**src/design/ufcr_pkg.sv**
```systemverilog
// Shared types and constants for the update frame checker and responder.
`default_nettype none

package ufcr_pkg;

  localparam logic [7:0] HDR_BYTE0 = 8'hA9;
  localparam logic [7:0] HDR_BYTE1 = 8'h54;

  localparam logic [7:0] CMD_CLEAR_SERIAL = 8'hE1;
  localparam logic [7:0] CMD_LOAD_TOTAL   = 8'hE2;
  localparam logic [7:0] CMD_NEXT_PACKET  = 8'hE3;
  localparam logic [7:0] CMD_DONE         = 8'hE4;

  localparam logic [7:0] REPLY_SYNC0 = 8'hAA;
  localparam logic [7:0] REPLY_SYNC1 = 8'h55;
  localparam logic [7:0] REPLY_TYPE  = 8'h02;

  localparam logic [7:0] RPL_ERROR    = 8'h00;
  localparam logic [7:0] RPL_PACK_LEN = 8'h01;
  localparam logic [7:0] RPL_NEXT     = 8'h02;
  localparam logic [7:0] RPL_DONE     = 8'h03;

  // Sum of the reply's sync and type bytes, folded into the checksum base.
  localparam logic [15:0] REPLY_SUM_BASE = 16'h0101;

  localparam int unsigned HEAD_DEPTH     = 9;
  localparam int unsigned FRAME_OVERHEAD = 9;
  localparam int unsigned REPLY_LEN      = 8;
  localparam int unsigned QUEUE_DEPTH    = 4;

  typedef enum logic [2:0] {
    K_ERROR,
    K_PACK_LEN,
    K_LOAD_TOTAL,
    K_NEXT,
    K_DONE
  } cmd_kind_e;

  typedef struct packed {
    cmd_kind_e   kind;
    logic [15:0] total;
  } cmd_t;

  typedef enum logic {
    B_IDLE,
    B_SEND
  } back_state_e;

endpackage

`default_nettype wire

```
**src/design/ufcr_if.sv**
```systemverilog
// Handshake channels for received frame bytes and reply bytes.
`default_nettype none

interface ufcr_rx_if;
  logic       valid;
  logic       ready;
  logic [7:0] rx_byte;
  logic       frame_end;

  modport source (output valid, output rx_byte, output frame_end, input ready);
  modport sink (input valid, input rx_byte, input frame_end, output ready);
endinterface

interface ufcr_tx_if;
  logic       valid;
  logic       ready;
  logic [7:0] tx_byte;
  logic       tx_last;

  modport source (output valid, output tx_byte, output tx_last, input ready);
  modport sink (input valid, input tx_byte, input tx_last, output ready);
endinterface

`default_nettype wire

```
**src/design/update_frame_checker_responder_unit.sv**
```systemverilog
// Update frame checker and responder, top level.
// Takes one received byte per cycle unless the queue is full; frame_end marks a frame's
// last byte. The front end keeps the byte count, running sum and header bytes and checks
// the frame on its last byte in the same cycle, then posts the resulting command to a
// four-entry queue. The back end runs each command against the serial number and packet
// total and sends its 8-byte reply at one byte per cycle while the output is ready.
// Input ready drops only while the queue is full, so bytes are taken every cycle unless
// more than four replies stand unsent. Frames with a command that has no reply take no
// queue entry.
`default_nettype none

module update_frame_checker_responder_unit
  import ufcr_pkg::*;
#(
  parameter int unsigned MAX_FRAME = 1024
) (
  input  wire logic clk_i,
  input  wire logic rst_ni,
  ufcr_rx_if.sink   rx_i,
  ufcr_tx_if.source tx_o
);

  logic full, empty, push, pop;
  cmd_t push_cmd, pop_cmd;

  ufcr_front #(
    .MaxFrame(MAX_FRAME)
  ) u_front (
    .clk_i      (clk_i),
    .rst_ni     (rst_ni),
    .in_valid_i (rx_i.valid),
    .in_byte_i  (rx_i.rx_byte),
    .in_last_i  (rx_i.frame_end),
    .in_ready_o (rx_i.ready),
    .full_i     (full),
    .push_o     (push),
    .cmd_o      (push_cmd)
  );

  ufcr_queue u_queue (
    .clk_i       (clk_i),
    .rst_ni      (rst_ni),
    .push_i      (push),
    .push_data_i (push_cmd),
    .full_o      (full),
    .pop_i       (pop),
    .pop_data_o  (pop_cmd),
    .empty_o     (empty)
  );

  ufcr_back u_back (
    .clk_i       (clk_i),
    .rst_ni      (rst_ni),
    .empty_i     (empty),
    .cmd_i       (pop_cmd),
    .pop_o       (pop),
    .out_valid_o (tx_o.valid),
    .out_ready_i (tx_o.ready),
    .out_byte_o  (tx_o.tx_byte),
    .out_last_o  (tx_o.tx_last)
  );

endmodule

`default_nettype wire

```
**src/design/ufcr_front.sv**
```systemverilog
// Front end: gathers frame bytes, checks the frame and classifies its command.
`default_nettype none

module ufcr_front
  import ufcr_pkg::*;
#(
  parameter int unsigned MaxFrame = 1024
) (
  input  wire logic       clk_i,
  input  wire logic       rst_ni,
  input  wire logic       in_valid_i,
  input  wire logic [7:0] in_byte_i,
  input  wire logic       in_last_i,
  output logic            in_ready_o,
  input  wire logic       full_i,
  output logic            push_o,
  output cmd_t            cmd_o
);

  localparam int unsigned CntW = $clog2(MaxFrame + 2);
  localparam int unsigned LenW = (CntW > 17) ? CntW : 17;

  logic [CntW-1:0] count_q, count_d, count_upd;
  logic [15:0]     sum_q, sum_d, sum_upd;
  logic [7:0]      tail_q [2];
  logic [7:0]      tail_d [2];
  logic [7:0]      tail_upd [2];
  logic            ovf_q, ovf_d, ovf_upd;
  logic [7:0]      head_q [HEAD_DEPTH];
  logic [7:0]      head_d [HEAD_DEPTH];
  logic            accept;
  logic            ok;
  logic [LenW-1:0] len_ext, field_ext;

  assign in_ready_o = !full_i;
  assign accept     = in_valid_i && !full_i;

  always_comb begin
    count_upd   = count_q;
    sum_upd     = sum_q;
    tail_upd[0] = tail_q[0];
    tail_upd[1] = tail_q[1];
    ovf_upd     = ovf_q;
    for (int i = 0; i < HEAD_DEPTH; i++) begin
      head_d[i] = head_q[i];
    end
    if (count_q < CntW'(MaxFrame)) begin
      if (count_q < CntW'(HEAD_DEPTH)) begin
        head_d[count_q[3:0]] = in_byte_i;
      end
      if (count_q >= CntW'(2)) begin
        sum_upd = sum_q + 16'(tail_q[1]);
      end
      tail_upd[1] = tail_q[0];
      tail_upd[0] = in_byte_i;
      count_upd   = count_q + CntW'(1);
    end else begin
      ovf_upd   = 1'b1;
      count_upd = CntW'(MaxFrame + 1);
    end
  end

  assign len_ext   = LenW'(count_upd);
  assign field_ext = LenW'({head_d[2], head_d[3]}) + LenW'(FRAME_OVERHEAD);

  always_comb begin
    ok = !ovf_upd && (count_upd >= CntW'(HEAD_DEPTH));
    if (head_d[0] != HDR_BYTE0 || head_d[1] != HDR_BYTE1) begin
      ok = 1'b0;
    end
    if (field_ext != len_ext) begin
      ok = 1'b0;
    end
    if (sum_upd != {tail_upd[1], tail_upd[0]}) begin
      ok = 1'b0;
    end
  end

  always_comb begin
    cmd_o.total = {head_d[7], head_d[8]};
    cmd_o.kind  = K_ERROR;
    push_o      = accept && in_last_i;
    if (ok) begin
      case (head_d[4])
        CMD_CLEAR_SERIAL: cmd_o.kind = K_PACK_LEN;
        CMD_LOAD_TOTAL:   cmd_o.kind = K_LOAD_TOTAL;
        CMD_NEXT_PACKET:  cmd_o.kind = K_NEXT;
        CMD_DONE:         cmd_o.kind = K_DONE;
        default:          push_o = 1'b0;
      endcase
    end
  end

  always_comb begin
    count_d   = count_upd;
    sum_d     = sum_upd;
    tail_d[0] = tail_upd[0];
    tail_d[1] = tail_upd[1];
    ovf_d     = ovf_upd;
    if (in_last_i) begin
      count_d   = '0;
      sum_d     = '0;
      tail_d[0] = '0;
      tail_d[1] = '0;
      ovf_d     = 1'b0;
    end
  end

  always_ff @(posedge clk_i or negedge rst_ni) begin
    if (!rst_ni) begin
      count_q   <= '0;
      sum_q     <= '0;
      tail_q[0] <= '0;
      tail_q[1] <= '0;
      ovf_q     <= 1'b0;
    end else if (accept) begin
      count_q   <= count_d;
      sum_q     <= sum_d;
      tail_q[0] <= tail_d[0];
      tail_q[1] <= tail_d[1];
      ovf_q     <= ovf_d;
    end
  end

  always_ff @(posedge clk_i) begin
    if (accept) begin
      for (int i = 0; i < HEAD_DEPTH; i++) begin
        head_q[i] <= head_d[i];
      end
    end
  end

endmodule

`default_nettype wire

```
**src/design/ufcr_queue.sv**
```systemverilog
// Short command queue between the front and back ends.
`default_nettype none

module ufcr_queue
  import ufcr_pkg::*;
(
  input  wire logic clk_i,
  input  wire logic rst_ni,
  input  wire logic push_i,
  input  wire cmd_t push_data_i,
  output logic      full_o,
  input  wire logic pop_i,
  output cmd_t      pop_data_o,
  output logic      empty_o
);

  localparam int unsigned PtrW = $clog2(QUEUE_DEPTH);

  cmd_t            mem_q [QUEUE_DEPTH];
  logic [PtrW-1:0] wr_ptr_q, rd_ptr_q;
  logic [PtrW:0]   fill_q;

  assign full_o     = (fill_q == (PtrW + 1)'(QUEUE_DEPTH));
  assign empty_o    = (fill_q == '0);
  assign pop_data_o = mem_q[rd_ptr_q];

  always_ff @(posedge clk_i or negedge rst_ni) begin
    if (!rst_ni) begin
      wr_ptr_q <= '0;
      rd_ptr_q <= '0;
      fill_q   <= '0;
    end else begin
      if (push_i) begin
        wr_ptr_q <= wr_ptr_q + PtrW'(1);
      end
      if (pop_i) begin
        rd_ptr_q <= rd_ptr_q + PtrW'(1);
      end
      if (push_i && !pop_i) begin
        fill_q <= fill_q + (PtrW + 1)'(1);
      end else if (pop_i && !push_i) begin
        fill_q <= fill_q - (PtrW + 1)'(1);
      end
    end
  end

  always_ff @(posedge clk_i) begin
    if (push_i) begin
      mem_q[wr_ptr_q] <= push_data_i;
    end
  end

endmodule

`default_nettype wire

```
**src/design/ufcr_back.sv**
```systemverilog
// Back end: runs commands against the serial state and sends the reply bytes.
`default_nettype none

module ufcr_back
  import ufcr_pkg::*;
(
  input  wire logic       clk_i,
  input  wire logic       rst_ni,
  input  wire logic       empty_i,
  input  wire cmd_t       cmd_i,
  output logic            pop_o,
  output logic            out_valid_o,
  input  wire logic       out_ready_i,
  output logic [7:0]      out_byte_o,
  output logic            out_last_o
);

  localparam int unsigned IdxW = $clog2(REPLY_LEN);
  localparam logic [IdxW-1:0] LastIdx = IdxW'(REPLY_LEN - 1);

  back_state_e     state_q, state_d;
  logic [IdxW-1:0] idx_q, idx_d;
  logic [7:0]      code_q, code_d;
  logic [15:0]     ser_out_q, ser_out_d;
  logic [15:0]     chk_q, chk_d;
  logic [15:0]     serial_q, serial_d;
  logic [15:0]     total_q, total_d;
  logic [15:0]     serial_inc;
  logic            take;

  assign serial_inc  = serial_q + 16'd1;
  assign out_valid_o = (state_q == B_SEND);
  assign out_last_o  = (idx_q == LastIdx);

  always_comb begin
    case (idx_q)
      IdxW'(0): out_byte_o = REPLY_SYNC0;
      IdxW'(1): out_byte_o = REPLY_SYNC1;
      IdxW'(2): out_byte_o = REPLY_TYPE;
      IdxW'(3): out_byte_o = code_q;
      IdxW'(4): out_byte_o = ser_out_q[15:8];
      IdxW'(5): out_byte_o = ser_out_q[7:0];
      IdxW'(6): out_byte_o = chk_q[15:8];
      default:  out_byte_o = chk_q[7:0];
    endcase
  end

  always_comb begin
    state_d   = state_q;
    idx_d     = idx_q;
    code_d    = code_q;
    ser_out_d = ser_out_q;
    serial_d  = serial_q;
    total_d   = total_q;
    pop_o     = 1'b0;
    take      = (state_q == B_IDLE) || (out_ready_i && out_last_o);
    if (take) begin
      state_d = B_IDLE;
      if (!empty_i) begin
        pop_o     = 1'b1;
        state_d   = B_SEND;
        idx_d     = '0;
        code_d    = RPL_ERROR;
        ser_out_d = '0;
        case (cmd_i.kind)
          K_PACK_LEN: begin
            code_d   = RPL_PACK_LEN;
            serial_d = '0;
          end
          K_LOAD_TOTAL: begin
            code_d    = RPL_NEXT;
            total_d   = cmd_i.total;
            serial_d  = serial_inc;
            ser_out_d = serial_inc;
          end
          K_NEXT: begin
            if (serial_q <= total_q) begin
              code_d    = RPL_NEXT;
              serial_d  = serial_inc;
              ser_out_d = serial_inc;
            end
          end
          K_DONE: code_d = RPL_DONE;
          default: code_d = RPL_ERROR;
        endcase
      end
    end else if (out_ready_i) begin
      idx_d = idx_q + IdxW'(1);
    end
    chk_d = REPLY_SUM_BASE + 16'(code_d) + 16'(ser_out_d[15:8]) + 16'(ser_out_d[7:0]);
  end

  always_ff @(posedge clk_i or negedge rst_ni) begin
    if (!rst_ni) begin
      state_q  <= B_IDLE;
      idx_q    <= '0;
      serial_q <= '0;
      total_q  <= '0;
    end else begin
      state_q  <= state_d;
      idx_q    <= idx_d;
      serial_q <= serial_d;
      total_q  <= total_d;
    end
  end

  always_ff @(posedge clk_i) begin
    code_q    <= code_d;
    ser_out_q <= ser_out_d;
    chk_q     <= chk_d;
  end

endmodule

`default_nettype wire

```
**src/flat_wrapper.sv**
```systemverilog
// flat-port wrapper written by rule: the top's interface ports become plain ports
module update_frame_checker_responder_unit_flat import ufcr_pkg::*;
#(
  parameter int unsigned MAX_FRAME = 1024
)
  (clk_i, rst_ni, rx_i_valid, rx_i_rx_byte, rx_i_frame_end, rx_i_ready, tx_o_valid, tx_o_tx_byte, tx_o_tx_last, tx_o_ready);
  ufcr_rx_if rx_i_i ();
  ufcr_tx_if tx_o_i ();
  input  wire logic clk_i;
  input  wire logic rst_ni;
  input wire logic [$bits(rx_i_i.valid)-1:0] rx_i_valid;
  input wire logic [$bits(rx_i_i.rx_byte)-1:0] rx_i_rx_byte;
  input wire logic [$bits(rx_i_i.frame_end)-1:0] rx_i_frame_end;
  output wire logic [$bits(rx_i_i.ready)-1:0] rx_i_ready;
  output wire logic [$bits(tx_o_i.valid)-1:0] tx_o_valid;
  output wire logic [$bits(tx_o_i.tx_byte)-1:0] tx_o_tx_byte;
  output wire logic [$bits(tx_o_i.tx_last)-1:0] tx_o_tx_last;
  input wire logic [$bits(tx_o_i.ready)-1:0] tx_o_ready;
  assign rx_i_i.valid = rx_i_valid;
  assign rx_i_i.rx_byte = rx_i_rx_byte;
  assign rx_i_i.frame_end = rx_i_frame_end;
  assign rx_i_ready = rx_i_i.ready;
  assign tx_o_valid = tx_o_i.valid;
  assign tx_o_tx_byte = tx_o_i.tx_byte;
  assign tx_o_tx_last = tx_o_i.tx_last;
  assign tx_o_i.ready = tx_o_ready;
  update_frame_checker_responder_unit #(.MAX_FRAME(MAX_FRAME)) u_core (.clk_i(clk_i), .rst_ni(rst_ni), .rx_i(rx_i_i), .tx_o(tx_o_i));
endmodule
```
**config.mk**
```make
export PLATFORM = sky130hd
export DESIGN_NAME = update_frame_checker_responder_unit_flat
export DESIGN_NICKNAME = d
export VERILOG_FILES = /design/src/design/ufcr_pkg.sv /design/src/design/ufcr_if.sv /design/src/design/update_frame_checker_responder_unit.sv /design/src/design/ufcr_front.sv /design/src/design/ufcr_queue.sv /design/src/design/ufcr_back.sv /design/src/flat_wrapper.sv
export SDC_FILE = /design/constraint.sdc
export NUM_CORES = 1
export LEC_CHECK = 0
export ABC_AREA = 1
export BUFFER_PORTS_ARGS = -buffer_cell sky130_fd_sc_hd__buf_2
export CAP_MARGIN = 20
export CORE_MARGIN = 1.5
export CORE_UTILIZATION = 55
export DETAILED_ROUTE_END_ITERATION = 6
export PLACE_DENSITY = 0.74
export SLEW_MARGIN = 10
export SYNTH_ARGS = -nofsm -noshare
export SYNTH_HDL_FRONTEND = slang
export SYNTH_SLANG_ARGS = --single-unit
```
**constraint.sdc**
```tcl
create_clock -name clk_i -period 4.3 [get_ports clk_i]
set_input_delay 0.215 -clock clk_i [delete_from_list [all_inputs] [get_ports clk_i]]
set_output_delay 0.215 -clock clk_i [all_outputs]
set_load 0.02 [all_outputs]
```
Yosys cells after proc, flatten, opt, wreduce, memory -nomap -nowiden:

Memory sizes are Yosys's and may differ from the RTL's.
Index checks and enable logic that the tools add are counted.

* register bits after elaboration: 123
* bits in latches: 0
* bits in writable memories: 148
* bits in read-only memories: 0
* bits of input ports: 13
* logic and storage cells: 126
* memories kept: 2

* add/subtract/negate cells: 12
* $mul: 0
* div/mod/pow operators: 0
* magnitude comparators: 7
* equal/unequal tests: 22
* shifts and indexed selects: 0
* multiplexer cells: 43
* bitwise operators: 3
* reductions and logical operators: 22

Memory list
* u_core.u_queue.mem_q: depth 4, bits a word 19, read ports 1, clocked after Yosys merged registers in 0, wr ports 1, line ufcr_queue.sv:19 `cmd_t mem_q [QUEUE_DEPTH];`
* u_core.u_front.head_q: depth 9, bits a word 8, read ports 9, clocked after Yosys merged registers in 0, wr ports 9, line ufcr_front.sv:29 `logic [7:0] head_q [HEAD_DEPTH];`

Operators by type and width (count)
* 16-bit 2-to-1 mux: 9
* 72-bit 2-to-1 mux: 2
* 72-bit bitwise mux: 1
* 8-bit case mux with 7 select lines: 1
* 16-bit case mux with 3 select lines: 1
* 8-bit demux with 4-bit select: 1
* 8-bit == test, second input constant: 4
* 16-bit case mux with 2 select lines: 1
* 8-bit 2-to-1 mux: 3
* 11-bit 2-to-1 mux: 2
* 3-bit == test, second input constant: 6
* 3-bit 2-to-1 mux: 6
* 16-bit by 4-bit adder with 17-bit output, second input constant: 1
* 17-bit by 11-bit != test with 1-bit output: 1
* 16-bit by 1-bit adder with 16-bit output, second input constant: 1
* 16-bit by 8-bit adder with 16-bit output: 1
* 16-bit <= comparator: 1
* 16-bit != test: 1
* 1-bit 2-to-1 mux: 13
* 11-bit by 8-bit adder with 12-bit output: 1
* 3-bit by 2-bit == test with 1-bit output, second input constant: 4
* 3-bit case mux with 4 select lines: 1
* 10-bit by 8-bit adder with 11-bit output: 1
* 11-bit by 1-bit adder with 11-bit output, second input constant: 1
* 28 further kinds: 45

Depth between registers and ports, before layout:

* word-level depth: 18
* mapped depth: 29
* gate-level depth less buffers: 28

Cells and area by module:

Synthesis repeated with hierarchy kept, for this count alone.

* cells, all modules: 1856
* area total of the unflattened synthesis: 15079.5 µm²

By module, submodules not included
* ufcr_front: times used 1, cells an instance 1025, area an instance 7203.2 µm², seq. area each 2782.7 µm²
* ufcr_back: times used 1, cells an instance 561, area an instance 4347.9 µm², seq. area each 1601.5 µm²
* ufcr_queue: times used 1, cells an instance 270, area an instance 3528.4 µm², seq. area each 2457.4 µm²

Least setup slack after synthesis:

No wires, ideal clock.

* path kind: register to register
* start: reg u_core.u_queue.rd_ptr_q[1]
* end: reg u_core.u_back.chk_q[8]
* setup time: 0.118 ns
* data arrival time: 3.888 ns
* data required time: 4.182 ns
* setup slack: 0.294 ns
* stages on the path, launching flop included: 24
* buffers on the path: 3
* cell sequence: dfrtp_1 clkbuf_1 inv_1 clkbuf_1 a21oi_1 a32oi_1 inv_1 nand2_1 nand2_1 nor2_1 clkbuf_1 nand3_1 o21ai_0 fa_1 ha_1 a21oi_1 o21ai_0 a21oi_1 inv_1 a21oi_1 nor2_1 o21ai_0 nand2_1 xor2_1

* elaborated cells between the ends (all ways): 14
* those cells by class: add/sub: 3; eq/ne: 4; mux: 6; memory: 1

RTL lines
* start, declared: line ufcr_queue.sv:20 `logic [PtrW-1:0] wr_ptr_q, rd_ptr_q;`
* start signal, assigned: line ufcr_queue.sv:37 `rd_ptr_q <= rd_ptr_q + PtrW'(1);`
* memory read 4 x 19 bit (*)
* 3-bit by 2-bit == test with 1-bit output: line ufcr_back.sv:65 `case (cmd_i.kind)`
* 16-bit case mux with 2 select lines (*): line ufcr_back.sv:65
* 16-bit 2-to-1 mux (*): line ufcr_back.sv:59 `if (!empty_i) begin`
* 16-bit 2-to-1 mux (*): line ufcr_back.sv:57 `if (take) begin`
* via u_core.u_back.ser_out_d[3]: line ufcr_back.sv:24 `logic [15:0] ser_out_q, ser_out_d;`
* 11-bit by 8-bit adder with 12-bit output (*): line ufcr_back.sv:90 `chk_d = REPLY_SUM_BASE + 16'(code_d) + 16'(ser_out_d[15:8]) + 16'(ser_out_d[7:0]);`
* via u_core.u_back.chk_d[8]: line ufcr_back.sv:25 `logic [15:0] chk_q, chk_d;`
* end signal, assigned: line ufcr_back.sv:110 `chk_q <= chk_d;`
* end, declared: line ufcr_back.sv:25

Mark *: on every way through the listed nets, which the timed path passes. The rest lies on a longest branch.
A chain may end at the register's enable or synchronous reset.

Worst setup path after layout:

* start: reg u_core.u_back.serial_q[3]
* end: reg u_core.u_back.chk_q[7]

* elaborated cells between the ends (all ways): 13
* those cells by class: add/sub: 4; order compare: 1; mux: 8

RTL lines
* start, declared: line ufcr_back.sv:26 `logic [15:0] serial_q, serial_d;`
* start signal, assigned: line ufcr_back.sv:102 `serial_q <= serial_d;`
* 16-bit <= comparator: line ufcr_back.sv:77 `if (serial_q <= total_q) begin`
* 16-bit 2-to-1 mux: line ufcr_back.sv:77
* 16-bit case mux with 2 select lines: line ufcr_back.sv:65
* 16-bit 2-to-1 mux: line ufcr_back.sv:59
* 16-bit 2-to-1 mux: line ufcr_back.sv:57
* via u_core.u_back.ser_out_d[1]: line ufcr_back.sv:24
* 11-bit by 8-bit adder with 12-bit output: line ufcr_back.sv:90
* via u_core.u_back.chk_d[7]: line ufcr_back.sv:25

The timed path passes the listed nets, and every way through them passes these cells.

==> results.sh <==
export IMPL_status="finished clean"
export IMPL_synth_top_cell_area_share_pct=28.0
export IMPL_drtPass1Iterations=5
export IMPL_crit_start="u_core.u_back.serial_q[3]"
export IMPL_grt_max_degree=60
export IMPL_clockBufferDepth=3
export IMPL_fp_dieW_um=163
export IMPL_synthCells=1747
export IMPL_synth_top_area_cell="edfxtp_1"
export IMPL_drt_iter0_markers=1068
export IMPL_cts_tree="done"
export IMPL_maxCapViolations=0
export IMPL_cp_max_fo=15
export IMPL_synth_flop_cell="edfxtp_1"
export IMPL_die_area_um2=26700
export IMPL_grt_pass1_wl_mm=56.8
export IMPL_start_util_pct=56.2
export IMPL_num_rows=58
export IMPL_p_sw_w=0.00428
export IMPL_cts_sinks=253
export IMPL_grt_overflow=0
export IMPL_postRouteAntennaNets=0
export IMPL_hold_violations=0
export IMPL_holdCritPathClass="primary input to flop"
export IMPL_drc=0
export IMPL_start_kind="flop"
export IMPL_place_gp_congestion=0.911
export IMPL_seqPwrFrac_pct=34.1
export IMPL_setup_violations=0
export IMPL_viasPerCell=5.54
export IMPL_vdd_drop_max_mv=0.337
export IMPL_hold_depth=4
export IMPL_finalCriticalPeriod_ns=4.08
export IMPL_timing_final_crit_share_pct=94.9
export IMPL_max_slew_margin_rel_pct=40.8
export IMPL_crit_type="flop to flop"
export IMPL_fin_nets=1869
export IMPL_clk_pin_slew_worst_paths_ns=0.06
export IMPL_synthToLayoutAreaGrowth_pct=12.5
export IMPL_tightest_slew_ns=0.885
export IMPL_clk_latency_ns=0.53
export IMPL_avgSynthCellArea_um2=8.10
export IMPL_p_leak_nw=7.27
export IMPL_synth_cell_type_count=48
export IMPL_reg2reg_from="u_core.u_back.serial_q[3]"
export IMPL_cts_htree_levels=1
export IMPL_p_per_area_nw_per_um2=659
export IMPL_io_pins=24
export IMPL_wl_met2_mm=17.7
export IMPL_via_count=11900
export IMPL_synth_edf_count=132
export IMPL_cp_required_ns=4.71
export IMPL_pwr_share_comb_pct=42.7
export IMPL_clock_root_buffer="clkbuf_16"
export IMPL_core_area_um2=25200
export IMPL_routed_top_layer="met4"
export IMPL_grt_pass1_vias=11500
export IMPL_route_met3_wl_mm=1.94
export IMPL_grt_usage_pct=26.7
export IMPL_reg2reg_to="u_core.u_back.chk_q[7]"
export IMPL_swShare_pct=40.8
export IMPL_p_clk_share_pct=23.2
export IMPL_synth_area_um2=14100
export IMPL_port_buffers=23
export IMPL_ys_async_sr_fraction_pct=34.4
export IMPL_crit_end="u_core.u_back.chk_q[7]"
export IMPL_fin_worst_skew_ns=0.0127
export IMPL_cp_end_kind="flop"
export IMPL_antenna_cells=0
export IMPL_finalPower_w=0.0105
export IMPL_yosysSeqAreaShare_pct=48.2
export IMPL_synth_area_top_cells="edfxtp_1 28%, dfrtp_1 15%, nand2_1 12%, inv_1 6.4%, nand3_1 5.3%"
export IMPL_drt_total_wl_mm=35.4
export IMPL_yosys_warnings=0
export IMPL_critPathArrivalTime_ns=4.49
export IMPL_worstRegToRegCells=25
export IMPL_synth_fp_nets=1820
export IMPL_fp_dieH_um=163
export IMPL_wl_met1_mm=14.9
export IMPL_power_internal_w=0.00621
export IMPL_layout_drive_gt1_share_pct=9.41
export IMPL_cts_buffers=28
export IMPL_worst_hold_slack_ns=0.0688
export IMPL_place_hpwl_mm=24.6
export IMPL_slew_viol_final=0
export IMPL_fmax_mhz=245
export IMPL_antenna_found_initial=0
export IMPL_rrSetupSlack_ns=0.22
export IMPL_yosys_register_bits=253
export IMPL_avgRoutedWirePerCell_um=16.5
critical path, cell delays in order, from the launching register on:
cell and delay, ns:
dfrtp_1 0.40, ha_1 0.35, a21oi_2 0.17, o21a_1 0.14
o211ai_1 0.10, nand2_1 0.08, o2111ai_1 0.09, nand3_1 0.11
nand2_1 0.09, nor2_2 0.14, buf_12 0.15, inv_1 0.06
o22ai_1 0.14, inv_1 0.09, fa_2 0.57, inv_1 0.05
ha_1 0.28, nand3_1 0.08, nand2_1 0.08, a21oi_1 0.13
inv_1 0.06, a21oi_2 0.15, inv_1 0.06, a21oi_1 0.12
o21bai_1 0.10, xor2_1 0.16
state kept, by name (all words and copies together), names as in the netlist, 3 cells and up:
name                     cells
u_core.u_back.chk_q         10
u_core.u_back.code_q         8
u_core.u_back.idx_q          3
u_core.u_back.ser_out_q     16
u_core.u_back.serial_q      16
u_core.u_back.total_q       16
u_core.u_front.count_q      11
u_core.u_front.head_q       56
u_core.u_front.sum_q        16
u_core.u_front.tail_q       16
u_core.u_queue.fill_q        3
u_core.u_queue.mem_q        76
cells in the mapped netlist, types with 7 or more instances:
| cell type | n |
|---|---|
| nand4_1 | 17 |
| ha_1 | 50 |
| xor2_1 | 15 |
| edfxtp_1 | 132 |
| nand2_2 | 9 |
| nand2_1 | 448 |
| fa_1 | 10 |
| nor2_2 | 7 |
| buf_1 | 9 |
| o22ai_1 | 53 |
| o21ai_1 | 7 |
| clkbuf_1 | 28 |
| o21ai_0 | 123 |
| nand3_1 | 151 |
| inv_1 | 243 |
| buf_2 | 9 |
| inv_2 | 7 |
| nor3_1 | 21 |
| o21a_1 | 10 |
| nor2_1 | 157 |
| dfxtp_1 | 34 |
| a21oi_1 | 54 |
| nand3b_1 | 9 |
| dfrtp_1 | 87 |
what timing repair did:
action / in CTS / in global routing
hold endpoints to repair: 59 / 0
hold buffers: 2 / 0
resized for setup: 0 / 29
setup buffers: 0 / 14
endpoints found under the setup margin: 0 / 6
stage by stage:
step                setup TNS, ns  utilization (%)  worst slack, ns  cell area [µm²]  instances
floorplan                       0                -            0.294            14100       1747
global placement                0             58.4            0.212            14700       2079
detailed placement              0             58.4           0.0845            14700       2079
CTS                             0             62.2           0.0553            15700       2133
global route              -0.0771             63.2          -0.0564            15900       2148
finish                          0             63.2            0.217            15900       2148
kinds of logic (layout without fill, tap and decap cells):
family | Yosys count | after routing | synth area share [%]
multiplexers | 1 | 1 | 0.0796
flip-flops | 253 | 253 | 48.2
XOR/XNOR | 20 | 20 | 1.34
AND/OR/NAND/NOR | 839 | 840 | 25.3
adder cells (fa/ha/maj) | 60 | 60 | 5.84
AO/OA/AOI/OAI | 270 | 270 | 10.7
buffers and inverters | 304 | 374 | 8.47
metal layers:
metal	GRT usage [%]	vias to the layer above
li1	-	5896
met1	33.9	5587
met2	47.3	354
met3	3.43	60
met4	8.42	0
met5	0	-
cell usage in the layout, fill, tap and decap left out, types with 4 or more instances in the layout:
| cell | count |
|---|---|
| nand2_1 | 444 |
| inv_1 | 241 |
| nor2_1 | 154 |
| nand3_1 | 151 |
| edfxtp_1 | 132 |
| o21ai_0 | 120 |
| dfrtp_1 | 85 |
| o22ai_1 | 53 |
| a21oi_1 | 51 |
| ha_1 | 47 |
| buf_4 | 43 |
| dfxtp_1 | 34 |
| clkbuf_16 | 29 |
| buf_2 | 22 |
| nor3_1 | 19 |
| nand4_1 | 17 |
| xor2_1 | 15 |
| nand2_2 | 11 |
| o21a_1 | 10 |
| nor2_2 | 10 |
| o21ai_1 | 9 |
| nand3b_1 | 9 |
| fa_1 | 9 |
| inv_2 | 8 |
| clkinv_1 | 7 |
| clkinv_2 | 6 |
| o2111ai_1 | 5 |
| a21oi_2 | 4 |
| o211ai_1 | 4 |
| nor3b_1 | 4 |
| xnor2_1 | 4 |
| bufinv_16 | 4 |
| buf_12 | 4 |
how the worst min path moves through the flow:
stage                         from                         to  slack [ns]
global route        rx_i_frame_end    u_core.u_front.sum_q[3]        0.08
global placement            rst_ni  u_core.u_back.serial_q[2]        0.35
floorplan                   rst_ni     u_core.u_back.idx_q[0]       -0.08
CTS                 rx_i_frame_end    u_core.u_front.sum_q[3]        0.04
finish              rx_i_frame_end    u_core.u_front.sum_q[3]        0.07
detailed placement          rst_ni  u_core.u_back.serial_q[2]        0.35
power groups by stage:
stage	Clock, W	Combinational [W]	Sequential [W]
3_3_place_gp	0	0.00422	0.00359
3_5_place_dp	0	0.00434	0.00361
2_1_floorplan	0	0.00318	0.00352
6_report	0.00243	0.00448	0.00358
5_1_grt	0.00258	0.00503	0.00365
4_1_cts	0.00247	0.00437	0.00357
final cells by class:
type | count | area (µm²)
clock buffers | 32 | 737
clock inverters | 20 | 204
fillers | 2088 | 9270
inverters | 250 | 940
multi-input cells | 1191 | 6250
flip-flops and latches | 253 | 6820
well taps | 330 | 413
repair buffers | 72 | 544
Power figures use the tool's default switching activity.
